===== src/sv/trce_pkg.sv =====
// Shared types, constants and character functions of the timestamp root code encoder.
package trce_pkg;

  // Configuration register map (word index = paddr[2])
  localparam int          CFG_AW        = 3;
  localparam logic        REG_BREAK_IDX = 1'b0;
  localparam logic [31:0] BREAK_RESET   = 32'd1519659904;

  // Code step in seconds
  localparam logic [2:0] STEP_NEW = 3'd1;
  localparam logic [2:0] STEP_OLD = 3'd4;

  // Year reduction: year / 100 via reciprocal 655 / 2^16, then one correction
  localparam logic [9:0] YEAR_RECIP = 10'd655;
  localparam logic [6:0] YEAR_MOD   = 7'd100;
  localparam logic [6:0] YEAR_EPOCH = 7'd79;
  localparam logic [6:0] YEAR_WRAP  = 7'd21;   // 100 - 79
  localparam logic [8:0] LEAP_DAY   = 9'd366;
  localparam logic [4:0] MAX_HOUR   = 5'd23;
  localparam logic [5:0] MAX_MINUTE = 6'd59;

  // 4-second periods per year, day, hour, minute
  localparam logic [22:0] YEAR_TICKS = 23'd7884000;
  localparam logic [14:0] DAY_TICKS  = 15'd21600;
  localparam logic [9:0]  HOUR_TICKS = 10'd900;
  localparam logic [3:0]  MIN_TICKS  = 4'd15;

  // Digit extraction: base 36 = 4 * 9, base 26 = 2 * 13.
  // Reciprocals floor(2^32 / 9) and floor(2^32 / 13) leave at most one short.
  localparam logic [28:0] RECIP_9   = 29'd477218588;
  localparam logic [28:0] RECIP_13  = 29'd330382099;
  localparam logic [3:0]  ODD_36    = 4'd9;
  localparam logic [3:0]  ODD_26    = 4'd13;
  localparam int          NUM_DIGITS = 5;

  // Queue between front and back
  localparam int QDEPTH = 4;
  localparam int QAW    = $clog2(QDEPTH);

  localparam logic [7:0] ASCII_ZERO  = 8'd48;
  localparam logic [7:0] ASCII_UPPER = 8'd55;   // 'A' - 10
  localparam logic [7:0] ASCII_LOWER = 8'd97;
  localparam logic [7:0] DEC_LIMIT   = 8'd10;

  typedef struct packed {
    logic        code_ok;
    logic        new_fmt;
    logic [2:0]  step;
    logic [32:0] value;     // offset (base 36) or period count (base 26)
  } trce_job_t;

  typedef struct packed {
    trce_job_t      job;
    logic [4:0][7:0] chars; // [0] least significant digit; each new digit enters at [4]
  } trce_work_t;

  function automatic logic [7:0] b36_char(input logic [7:0] m);
    logic [7:0] c;
    if (m < DEC_LIMIT) begin
      c = ASCII_ZERO + m;
    end else begin
      c = ASCII_UPPER + m;
    end
    return c;
  endfunction

  function automatic logic [7:0] alpha_char(input logic [7:0] m);
    return ASCII_LOWER + m;
  endfunction

endpackage


===== src/sv/trce_queue.sv =====
// Short queue of jobs between the front and the back part.
module trce_queue (
  input  logic                clk,
  input  logic                rst_n,
  input  logic                up_valid,
  output logic                up_stall,
  input  trce_pkg::trce_job_t up_job,
  output logic                dn_valid,
  input  logic                dn_stall,
  output trce_pkg::trce_job_t dn_job
);
  import trce_pkg::*;

  trce_job_t      mem_r [QDEPTH];
  logic [QAW-1:0] wr_ptr_r;
  logic [QAW-1:0] rd_ptr_r;
  logic [QAW:0]   cnt_r;
  logic           full;
  logic           push;
  logic           pop;

  assign full     = cnt_r == (QAW+1)'(QDEPTH);
  assign up_stall = full;
  assign dn_valid = cnt_r != '0;
  assign dn_job   = mem_r[rd_ptr_r];
  assign push     = up_valid && !full;
  assign pop      = dn_valid && !dn_stall;

  always_ff @(posedge clk) begin
    if (!rst_n) begin
      wr_ptr_r <= '0;
      rd_ptr_r <= '0;
      cnt_r    <= '0;
    end else begin
      if (push) wr_ptr_r <= wr_ptr_r + 1'b1;
      if (pop)  rd_ptr_r <= rd_ptr_r + 1'b1;
      if (push && !pop) begin
        cnt_r <= cnt_r + 1'b1;
      end else if (pop && !push) begin
        cnt_r <= cnt_r - 1'b1;
      end
    end
  end

  always_ff @(posedge clk) begin
    if (push) mem_r[wr_ptr_r] <= up_job;
  end

endmodule


===== config.mk =====
export PLATFORM = sky130hd
export DESIGN_NAME = trce_queue
export DESIGN_NICKNAME = d
export VERILOG_FILES = /design/src/sv/trce_pkg.sv /design/src/sv/trce_queue.sv
export SDC_FILE = /design/constraint.sdc
export NUM_CORES = 1
export LEC_CHECK = 0
export ABC_AREA = 1
export BUFFER_PORTS_ARGS = -buffer_cell sky130_fd_sc_hd__buf_2
export CORE_AREA = 2 2 105 107
export CTS_BUF_LIST = sky130_fd_sc_hd__clkbuf_2
export CTS_CLUSTER_SIZE = 20
export DETAILED_ROUTE_END_ITERATION = 8
export DIE_AREA = 0 0 107 109
export PLACE_DENSITY = 0.81
export SLEW_MARGIN = 20
export SYNTH_ARGS = -nofsm -noshare
export SYNTH_HDL_FRONTEND = slang
export SYNTH_SLANG_ARGS = --single-unit

===== constraint.sdc =====
create_clock -name clk -period 7.8 [get_ports clk]
set_clock_uncertainty 0.05 [all_clocks]
set_input_delay 1.56 -clock clk [delete_from_list [all_inputs] [get_ports clk]]
set_output_delay 1.56 -clock clk [all_outputs]
set_load 0.01 [all_outputs]

==> out/summary.txt <==
Initial DRC Count = 229
I/O pin cnt = 82
Pwr Density = 291 mW/mm²
RSZ-0062 raised after global routing = false
Layout cells sized above 1 = 23.7%
Post-synth top area share = 74.5%
Sw Ratio = 33.8%
P&R area growth vs syn = 11.4%
CP delay by family, top = buffers and inverters
Yosys reg bits = 161
VDD IR max = 218 µV
Final setup vio count = 0
Worst min-delay path class = reg -> reg
Clock Latency Late Sink = 640 ps
Via/cell ratio = 5.49
Fin. max-slew vios = 0
Setup CP Type = reg -> out
Max-cap viol count = 0
Reg2reg start = cnt_r[0]
Crit Path Max Fanout = 76
Comb power frac = 26.8%
HPWL Detailed = 6430 µm
Clk root buf = clkbuf_2
Status = complete, no violations
Worst-path cell chain = clkinv_2 -> o21ai_0 -> o22ai_1 -> buf_2
Number of flops mapped to enable cells by yosys = 152
Gate Count Post-Synth = 436
First-pass GRT wire length = 17500 µm
Cell taking the most area after synthesis = edfxtp_1
# port buffers = 81
Worst setup EP type = primary output
CP max stage cell = clkinv_2
Worst setup SP type = flop
Sequential share of the synthesized area = 77.5%
H-tree levels = 4
Largest net degree at the start of global routing = 77
CTS Buf Count = 17
Fin. Hold Viols = 0
Critical path data arrival time = 2500 ps
Data required time of the worst path = 6190 ps
# Post-CTS Setup Buffers = 0
Rows = 38
Die extent in y = 109 µm
Yosys cell types = 20
Clock Sinks = 161
Clock Tree Buf Depth = 2
Net Count, Synth = 484
RePlAce Congestion = 0.773
Static leakage = 2.42 nW
Routed length per instance = 16.8 µm
Core ar. = 0.0106 mm²
R2r setup slk = 5520 ps
Max incr delay on CP = 680 ps
Avg Cell Area, Syn = 14.0 µm²
Die area = 0.0117 mm²
DR DRC count = 0
Hold-critical path depth = 2
Gr usage total = 20.1%
Total congestion overflow = 0
Synth top cells by count = edfxtp_1, nor2_1, o21ai_0
# hold bufs at CTS = 0
Yosys warns = 0
Chip width = 107 µm
R2R depth = 9
Final period util = 52.7%
Hold slack final = 447 ps
Crit path time final = 4110 ps
Final setup TNS = 0 ps
Vias in the first global route = 3645
CP Buf/Inv Count = 2
Worst-margin pin slew = 907 ps
HP Start = rd_ptr_r[0]
Internal power = 1.31 mW
Pre-Repair DR Iteration Count = 5
Largest cells by area after synthesis = edfxtp_1, o21ai_0, nor2_1, o22ai_1, dfxtp_1
Cell area after synthesis = 0.00612 mm²
Fillers = 791
Hold Path End = rd_ptr_r[0]
Fin nets = 566
Clk network pwr share = 18.9%
Fmax = 243 MHz
Initial antenna violation count = 1
CTS tree = yes
Worst rel slew slack = 39.5%
Final wirelength = 11300 µm
Net Sw Power = 0.671 mW
Most frequent cell after synthesis = edfxtp_1
CTS clk-pin slew, worst paths = 210 ps
Post-synth ARST share = 0%
Diode count = 0
DR vias = 3683
RR Endpoint = cnt_r[1]
Starting density of the core = 57.8%
Antenna viol nets, final = 0
Top FF cell, synth = edfxtp_1
Register share of total power = 54.2%
Post_cts resized = 0
[through the flow]
step                util [%]  power, mW  area [µm²]  std cells  worst slack [ps]
floorplan                  -       1.45        6120        436              4040
detailed placement      62.4       1.63        6620        639              4410
global placement        62.4       1.61        6620        639              4490
global route            64.3       2.10        6820        671              3340
finish                  64.3       1.98        6820        671              3690
CTS                     64.3       2.00        6820        671              3630
[cell usage in the layout, fill, tap and decap left out, types with 3 or more instances in the layout]
master,instances
inv_6,4
nor2_1,81
inv_1,17
ha_1,5
buf_2,81
edfxtp_1,152
clkbuf_2,19
buf_4,6
nand2_1,11
nor2_4,4
dfxtp_1,8
o22ai_1,38
a21oi_1,7
nand3_1,5
clkinvlp_4,6
o21ai_0,70
clkinv_4,3
o21ai_1,8
[worst register-to-register path: cells and delay by family (launching register included)]
kind / cells / cell delay, ps
AO/OA/AOI/OAI: 2 / 240
adder cells (fa/ha/maj): 2 / 640
buffers and inverters: 3 / 320
flip-flops: 1 / 380
AND/OR/NAND/NOR: 2 / 580
[flip-flops by register name, summed over array words and instances (netlist names), named ones only]
register,count
mem_r,152
wr_ptr_r,2
cnt_r,3
rd_ptr_r,2
[final cells by class]
type / count / area [µm²] / share of cell area, %
flip-flops and latches: 161 / 4750 / 69.6
multi-input cells: 232 / 1170 / 17.2
repair buffers: 87 / 450 / 6.60
well taps: 140 / 175 / 2.57
clock inverters: 13 / 106 / 1.56
clock buffers: 19 / 95.1 / 1.39
inverters: 19 / 72.6 / 1.06
[power by group through the flow]
stage	Combinational (mW)	Clock (mW)	Sequential [mW]
after floorplan	0.356	0	1.09
after global placement	0.520	0	1.09
after detailed placement	0.538	0	1.10
after CTS	0.539	0.385	1.08
after global routing	0.597	0.424	1.08
final	0.533	0.376	1.08
[worst max-delay path by stage]
stage | startpoint | endpoint | slack [ps] | cells past startpoint
CTS | flop | dn_job[0] | 3630 | 4
finish | flop | dn_job[0] | 3690 | 4
global placement | flop | dn_job[36] | 4490 | 4
detailed placement | flop | dn_job[0] | 4410 | 4
floorplan | up_valid | mem_r[0][0] | 4040 | 2
global route | flop | dn_job[36] | 3340 | 4
[cell families (layout without fill, tap and decap cells)]
family	after synthesis	in the layout	share of synthesized area, %
adder cells (fa/ha/maj)	6	6	1.35
AND/OR/NAND/NOR	103	103	6.52
AO/OA/AOI/OAI	123	123	10.8
buffers and inverters	43	138	3.84
flip-flops	161	161	77.5
[routing by layer]
layer	track usage, %	vias to the layer above	wire [µm]
li1	-	1774	-
met5	0	-	12
met2	35.0	114	5940
met1	24.5	1787	4480
met3	6.58	6	796
met4	5.29	2	46
(Power assumes the default switching activity.)
