$ cat config.mk
export PLATFORM = sky130hd
export DESIGN_NAME = trce_front
export DESIGN_NICKNAME = d
export VERILOG_FILES = /design/src/sv/trce_pkg.sv /design/src/sv/trce_front.sv
export SDC_FILE = /design/constraint.sdc
export NUM_CORES = 1
export LEC_CHECK = 0
export ABC_AREA = 1
export BUFFER_PORTS_ARGS = -buffer_cell sky130_fd_sc_hd__buf_2
export CAP_MARGIN = 10
export CORE_ASPECT_RATIO = 0.6
export CORE_MARGIN = 2
export CORE_UTILIZATION = 60
export CTS_BUF_LIST = sky130_fd_sc_hd__clkbuf_16
export CTS_CLUSTER_SIZE = 14
export DETAILED_ROUTE_END_ITERATION = 7
export PLACE_DENSITY = 0.78
export SYNTH_ARGS = -nofsm -noshare
export SYNTH_HDL_FRONTEND = slang
export SYNTH_SLANG_ARGS = --single-unit
$ cat constraint.sdc
create_clock -name clk -period 18.9 [get_ports clk]
set_input_delay 2.835 -clock clk [delete_from_list [all_inputs] [get_ports clk]]
set_output_delay 2.835 -clock clk [all_outputs]
set_load 0.005 [all_outputs]
$ cat src/sv/trce_pkg.sv
// Shared types, constants and character functions of the timestamp root code encoder.
package trce_pkg;

  // Configuration register map (word index = paddr[2])
  localparam int          CFG_AW        = 3;
  localparam logic        REG_BREAK_IDX = 1'b0;
  localparam logic [31:0] BREAK_RESET   = 32'd1519659904;

  // Code step in seconds
  localparam logic [2:0] STEP_NEW = 3'd1;
  localparam logic [2:0] STEP_OLD = 3'd4;

  // Year reduction: year / 100 via reciprocal 655 / 2^16, then one correction
  localparam logic [9:0] YEAR_RECIP = 10'd655;
  localparam logic [6:0] YEAR_MOD   = 7'd100;
  localparam logic [6:0] YEAR_EPOCH = 7'd79;
  localparam logic [6:0] YEAR_WRAP  = 7'd21;   // 100 - 79
  localparam logic [8:0] LEAP_DAY   = 9'd366;
  localparam logic [4:0] MAX_HOUR   = 5'd23;
  localparam logic [5:0] MAX_MINUTE = 6'd59;

  // 4-second periods per year, day, hour, minute
  localparam logic [22:0] YEAR_TICKS = 23'd7884000;
  localparam logic [14:0] DAY_TICKS  = 15'd21600;
  localparam logic [9:0]  HOUR_TICKS = 10'd900;
  localparam logic [3:0]  MIN_TICKS  = 4'd15;

  // Digit extraction: base 36 = 4 * 9, base 26 = 2 * 13.
  // Reciprocals floor(2^32 / 9) and floor(2^32 / 13) leave at most one short.
  localparam logic [28:0] RECIP_9   = 29'd477218588;
  localparam logic [28:0] RECIP_13  = 29'd330382099;
  localparam logic [3:0]  ODD_36    = 4'd9;
  localparam logic [3:0]  ODD_26    = 4'd13;
  localparam int          NUM_DIGITS = 5;

  // Queue between front and back
  localparam int QDEPTH = 4;
  localparam int QAW    = $clog2(QDEPTH);

  localparam logic [7:0] ASCII_ZERO  = 8'd48;
  localparam logic [7:0] ASCII_UPPER = 8'd55;   // 'A' - 10
  localparam logic [7:0] ASCII_LOWER = 8'd97;
  localparam logic [7:0] DEC_LIMIT   = 8'd10;

  typedef struct packed {
    logic        code_ok;
    logic        new_fmt;
    logic [2:0]  step;
    logic [32:0] value;     // offset (base 36) or period count (base 26)
  } trce_job_t;

  typedef struct packed {
    trce_job_t      job;
    logic [4:0][7:0] chars; // [0] least significant digit; each new digit enters at [4]
  } trce_work_t;

  function automatic logic [7:0] b36_char(input logic [7:0] m);
    logic [7:0] c;
    if (m < DEC_LIMIT) begin
      c = ASCII_ZERO + m;
    end else begin
      c = ASCII_UPPER + m;
    end
    return c;
  endfunction

  function automatic logic [7:0] alpha_char(input logic [7:0] m);
    return ASCII_LOWER + m;
  endfunction

endpackage

$ cat src/sv/trce_front.sv
// Front part: takes requests, forms the sum, picks the format, checks the date, builds the job.
module trce_front (
  input  logic                clk,
  input  logic                rst_n,
  input  logic [31:0]         break_time,
  input  logic                up_valid,
  output logic                up_stall,
  input  logic [31:0]         unix_seconds,
  input  logic [13:0]         year_value,
  input  logic [8:0]          day_of_year,
  input  logic [4:0]          hour_value,
  input  logic [5:0]          minute_value,
  input  logic signed [15:0]  second_value,
  output logic                dn_valid,
  input  logic                dn_stall,
  output trce_pkg::trce_job_t dn_job
);
  import trce_pkg::*;

  // stage 1
  logic        v1_r;
  logic [31:0] unix1_r;
  logic [33:0] sum1_r;
  logic [7:0]  yq1_r;
  logic [13:0] year1_r;
  logic [8:0]  day1_r;
  logic [4:0]  hour1_r;
  logic [5:0]  min1_r;
  logic [15:0] sec1_r;
  // stage 2
  logic        v2_r;
  logic        newf2_r;
  logic [2:0]  step2_r;
  logic [32:0] u2_r;
  logic [6:0]  y2_r;
  logic [8:0]  day2_r;
  logic [4:0]  hour2_r;
  logic [5:0]  min2_r;
  logic [12:0] sec42_r;
  logic        rng2_r;
  // stage 3
  logic        v3_r;
  logic        newf3_r;
  logic [2:0]  step3_r;
  logic [32:0] u3_r;
  logic        ok3_r;
  logic [29:0] a3_r;
  logic [24:0] b3_r;
  logic [15:0] c3_r;
  // stage 4
  logic        v4_r;
  trce_job_t   job4_r;

  logic go1, go2, go3, go4;

  logic [23:0] yprod_nxt;
  logic [33:0] sum_nxt;
  logic        newf_nxt;
  logic [33:0] diff_nxt;
  logic [13:0] yr_wide_nxt;
  logic [7:0]  yr0_nxt;
  logic [6:0]  ymod_nxt;
  logic [6:0]  y_nxt;
  logic        rng_nxt;
  logic [4:0]  leaps_nxt;
  logic [9:0]  dl_nxt;
  logic        ok_nxt;
  logic [29:0] elapsed_nxt;
  trce_job_t   job_nxt;

  assign go4 = !v4_r || !dn_stall;
  assign go3 = !v3_r || go4;
  assign go2 = !v2_r || go3;
  assign go1 = !v1_r || go2;
  assign up_stall = !go1;

  assign dn_valid = v4_r;
  assign dn_job   = job4_r;

  // stage 1 inputs
  assign sum_nxt   = {2'b00, unix_seconds} + {{18{second_value[15]}}, second_value};
  assign yprod_nxt = 24'(year_value) * 24'(YEAR_RECIP);

  // stage 2 inputs
  assign newf_nxt    = $signed(sum1_r) >= $signed({2'b00, break_time});
  assign diff_nxt    = sum1_r - {2'b00, break_time};
  assign yr_wide_nxt = year1_r - 14'(yq1_r) * 14'(YEAR_MOD);
  assign yr0_nxt     = yr_wide_nxt[7:0];
  assign ymod_nxt    = (yr0_nxt >= 8'(YEAR_MOD)) ? 7'(yr0_nxt - 8'(YEAR_MOD)) : yr0_nxt[6:0];
  assign y_nxt       = (ymod_nxt >= YEAR_EPOCH) ? (ymod_nxt - YEAR_EPOCH)
                                                : (ymod_nxt + YEAR_WRAP);
  assign rng_nxt     = (day1_r != 9'd0) && (day1_r <= LEAP_DAY) && (hour1_r <= MAX_HOUR) &&
                       (min1_r <= MAX_MINUTE) && !sec1_r[15];

  // stage 3 inputs: day 366 only in a leap year, i.e. y mod 4 == 1
  assign leaps_nxt = 5'((y2_r + 7'd2) >> 2);
  assign dl_nxt    = 10'(day2_r) + 10'(leaps_nxt) - 10'd1;
  assign ok_nxt    = rng2_r && !((day2_r == LEAP_DAY) && (y2_r[1:0] != 2'b01));

  // stage 4 inputs
  assign elapsed_nxt = a3_r + 30'(b3_r) + 30'(c3_r);

  always_comb begin
    job_nxt.new_fmt = newf3_r;
    job_nxt.step    = step3_r;
    job_nxt.code_ok = newf3_r || ok3_r;
    if (newf3_r) begin
      job_nxt.value = u3_r;
    end else if (ok3_r) begin
      job_nxt.value = 33'(elapsed_nxt);
    end else begin
      job_nxt.value = '0;
    end
  end

  always_ff @(posedge clk) begin
    if (!rst_n) begin
      v1_r <= 1'b0;
      v2_r <= 1'b0;
      v3_r <= 1'b0;
      v4_r <= 1'b0;
    end else begin
      if (go1) v1_r <= up_valid;
      if (go2) v2_r <= v1_r;
      if (go3) v3_r <= v2_r;
      if (go4) v4_r <= v3_r;
    end
  end

  always_ff @(posedge clk) begin
    if (go1) begin
      unix1_r <= unix_seconds;
      sum1_r  <= sum_nxt;
      yq1_r   <= yprod_nxt[23:16];
      year1_r <= year_value;
      day1_r  <= day_of_year;
      hour1_r <= hour_value;
      min1_r  <= minute_value;
      sec1_r  <= second_value;
    end
    if (go2) begin
      newf2_r <= newf_nxt;
      step2_r <= (unix1_r >= break_time) ? STEP_NEW : STEP_OLD;
      u2_r    <= diff_nxt[32:0];
      y2_r    <= y_nxt;
      day2_r  <= day1_r;
      hour2_r <= hour1_r;
      min2_r  <= min1_r;
      sec42_r <= sec1_r[14:2];
      rng2_r  <= rng_nxt;
    end
    if (go3) begin
      newf3_r <= newf2_r;
      step3_r <= step2_r;
      u3_r    <= u2_r;
      ok3_r   <= ok_nxt;
      a3_r    <= 30'(y2_r) * 30'(YEAR_TICKS);
      b3_r    <= 25'(dl_nxt) * 25'(DAY_TICKS);
      c3_r    <= 16'(hour2_r) * 16'(HOUR_TICKS) + 16'(min2_r) * 16'(MIN_TICKS) +
                 16'(sec42_r);
    end
    if (go4) begin
      job4_r <= job_nxt;
    end
  end

endmodule

==> summary.md <==
| Metric | Value |
|---|---|
| Antenna violations before repair | 0 |
| Worst-path clk slew | 70 ps |
| Clock sinks | 330 |
| Unrepaired setup endpoints after global routing | no |
| CTS Hold Buffers Added | 0 |
| HP Class | reg -> reg |
| Synthesized net count | 3,091 |
| Required time of the critical path | 16,070 ps |
| Synth warnings | 0 |
| Critical path arrival | 5090 ps |
| Post-Syn Area | 25,100 um^2 |
| Area Growth Syn to Fin | 10.5% |
| Via/cell ratio | 5.63 |
| Area of placed instances | 26,600 um^2 |
| Commonest cells after routing, fill and taps aside | 418 x ha_1, 370 x inv_1, 370 x nand2_1 |
| IO buf count | 156 |
| Cell variety after synth | 53 |
| Finished layout cell area | 27,800 um^2 |
| First-pass GRT wire length | 94,400 um |
| Post-synth EDFFs | 326 |
| Post-Synth Simple-Gate Area | 0.109 |
| Adder-cell share of the synthesized area | 0.296 |
| Post-Route WL | 59,700 um |
| # resized after CTS | 0 |
| Routed vias | 18,148 |
| Max_slew headroom | 0.304 |
| Max Clk Rate | 126 MHz |
| Iter 0 DRT Violations | 1,636 |
| Largest family of logic cells by synthesized area | adder cells |
| Pins Over Slew Limit | 0 |
| Largest net degree at the start of global routing | 78 |
| Synth Area in Compound Gates | 0.0910 |
| CTS tree | yes |
| Hold violation count in the final report | 0 |
| Bufs on Longest Clock Path | 3 |
| Clock latency on the worst-skew pair | 540 ps |
| Worst Max-Slew Pin Slew | 1040 ps |
| DRC viols | 0 |
| CP Capture Type | output port |
| H-Tree Level Count | 2 |
| Seq/Total Area, Yosys | 0.393 |
| GRT overflow | 0 |
| Main flop type after synthesis | edfxtp_1 |
| Multiplexer share of the synthesized area | 0 |
| Starting Density | 0.604 |
| # diodes | 0 |
| Root Buffer | clkbuf_16 |
| Most common cell after layout, fill and taps aside | ha_1 |
| Run status | finished, final reports clean |
| Detailed placer's ending HPWL | 48,500 um |
| Peak fanout along the critical path | 40 |
| Die X | 268 um |
| Die area | 43,600 um^2 |
| Post-Syn Instances | 2,445 |
| Setup Buffers After CTS | 0 |
| TritonRoute pass-1 iters | 8 |
| Rows | 58 |
| CTS Buf Count | 34 |
| Nets | 3,280 |
| Setup TNS | 0 ps |
| Startpoint class of the critical path | primary input |
| Fin Clk Skew | 20.9 ps |
| Placer congestion estimate | 0.979 |
| Total of max-cap violations | 0 |
| WL per Instance | 18.5 um |
| Final worst-path cycle share | 0.419 |
| Die height | 162 um |
| GRT Total Usage | 0.280 |
| Finish-stage setup viols | 0 |
| Core area | 41,600 um^2 |
| CP Class | in -> out |
| Antenna viol nets, final | 0 |
| IO Pins | 158 |
| Min cycle time layout | 7930 ps |
| Final hold slack | 412 ps |
| Xor-xnor portion of the synthesized cell area | 0.0533 |
| Fraction of registers with async set/reset | 0 |
| FF+latch count, synth | 330 |
| Avg Cell Area, Syn | 10.3 um^2 |
| Share of layout cells above drive strength 1 | 0.0945 |
| Vias in the first global route | 17,732 |
## cell usage after synthesis, types with 2 or more instances
| library cell | count | area (um^2) |
|---|---|---|
| o21a_1 | 5 | 37.5 |
| nand2_2 | 8 | 50.1 |
| o31ai_1 | 3 | 22.5 |
| o211ai_1 | 6 | 45.0 |
| a221oi_1 | 4 | 35.0 |
| or2_2 | 5 | 31.3 |
| o21bai_1 | 20 | 150 |
| fa_1 | 110 | 2200 |
| nand2_4 | 4 | 45.0 |
| nor4_1 | 14 | 87.6 |
| xnor2_1 | 38 | 333 |
| edfxtp_1 | 326 | 9790 |
| clkbuf_1 | 6 | 22.5 |
| nand4_1 | 20 | 125 |
| o21ai_1 | 8 | 40.0 |
| inv_2 | 4 | 15.0 |
| a22o_1 | 8 | 70.1 |
| a31o_2 | 2 | 17.5 |
| nand3_2 | 3 | 30.0 |
| a21boi_1 | 4 | 30.0 |
| a21o_1 | 10 | 75.1 |
| dfxtp_1 | 4 | 80.1 |
| o21ai_0 | 106 | 531 |
| nor2_1 | 131 | 492 |
| a31oi_1 | 8 | 50.1 |
| a21boi_0 | 6 | 45.0 |
| ha_1 | 418 | 5230 |
| nand2_1 | 371 | 1390 |
| and2_1 | 3 | 18.8 |
| inv_1 | 370 | 1390 |
| xor2_1 | 110 | 963 |
| nand3_4 | 2 | 35.0 |
| o21ai_2 | 2 | 17.5 |
| nand3_1 | 68 | 340 |
| a21oi_1 | 204 | 1020 |
| a211oi_1 | 4 | 30.0 |
| nor3_1 | 14 | 70.1 |
## critical path, stage by stage
cell and delay [ps]:
buf_2 80, nand2_2 560, nor2_1 420, inv_4 270, nor2_1 210, clkinv_2 190, nor2_1 330, buf_2 190
## path summary, 6_finish.rpt
path | from | endpoint | slack (ps) | cells past startpoint
max | dn_stall | up_stall | 10970 | 8
min | u2_r[19] | u3_r[19] | 410 | 0
max reg2reg | y2_r[1] | b3_r[24] | 11800 | 30
min reg2reg | u2_r[19] | u3_r[19] | 410 | 0
## final cells by class
cell class	count	area (um^2)
Tap cell	570	713
Sequential cell	330	9870
Fill cell	3189	13800
Clock inverter	23	280
Multi-Input combinational cell	1733	13800
Clock buffer	34	851
Inverter	374	1410
Timing Repair Buffer	161	818
## kinds of logic (layout without fill, tap and decap cells)
family | count (synthesis) | in the layout
buffers and inverters | 382 | 592
other | 1 | 1
XOR/XNOR | 150 | 150
adder cells (fa/ha/maj) | 528 | 528
AND/OR/NAND/NOR | 647 | 647
AO/OA/AOI/OAI | 407 | 407
flip-flops | 330 | 330
## flip-flops by register name, summed over array words and instances, names as in the netlist, 13 cells and up
signal   flops
b3_r        20
sum1_r      34
u3_r        33
unix1_r     32
a3_r        25
u2_r        33
c3_r        16
dn_job      37
sec1_r      14
sec42_r     13
## metrics by stage
stage                     cells  worst slack, ps  utilization
after floorplan            2445             8450            -
after global placement     3168            10980        0.640
after detailed placement   3168            10910        0.640
after CTS                  3225            10910        0.667
after global routing       3225            10760        0.667
final                      3225            10970        0.667
## per-layer routing
metal  track usage  share of wire  up-vias
li1              -              -     8771
met1         0.424           0.47     8588
met2         0.416           0.42      713
met3        0.0564          0.088       76
met4        0.0637          0.021        0
met5             0              0        -
Power is left out: the tool's default activity adds up to more than one toggle a clock period on the data nets, which glitch-free logic cannot reach.
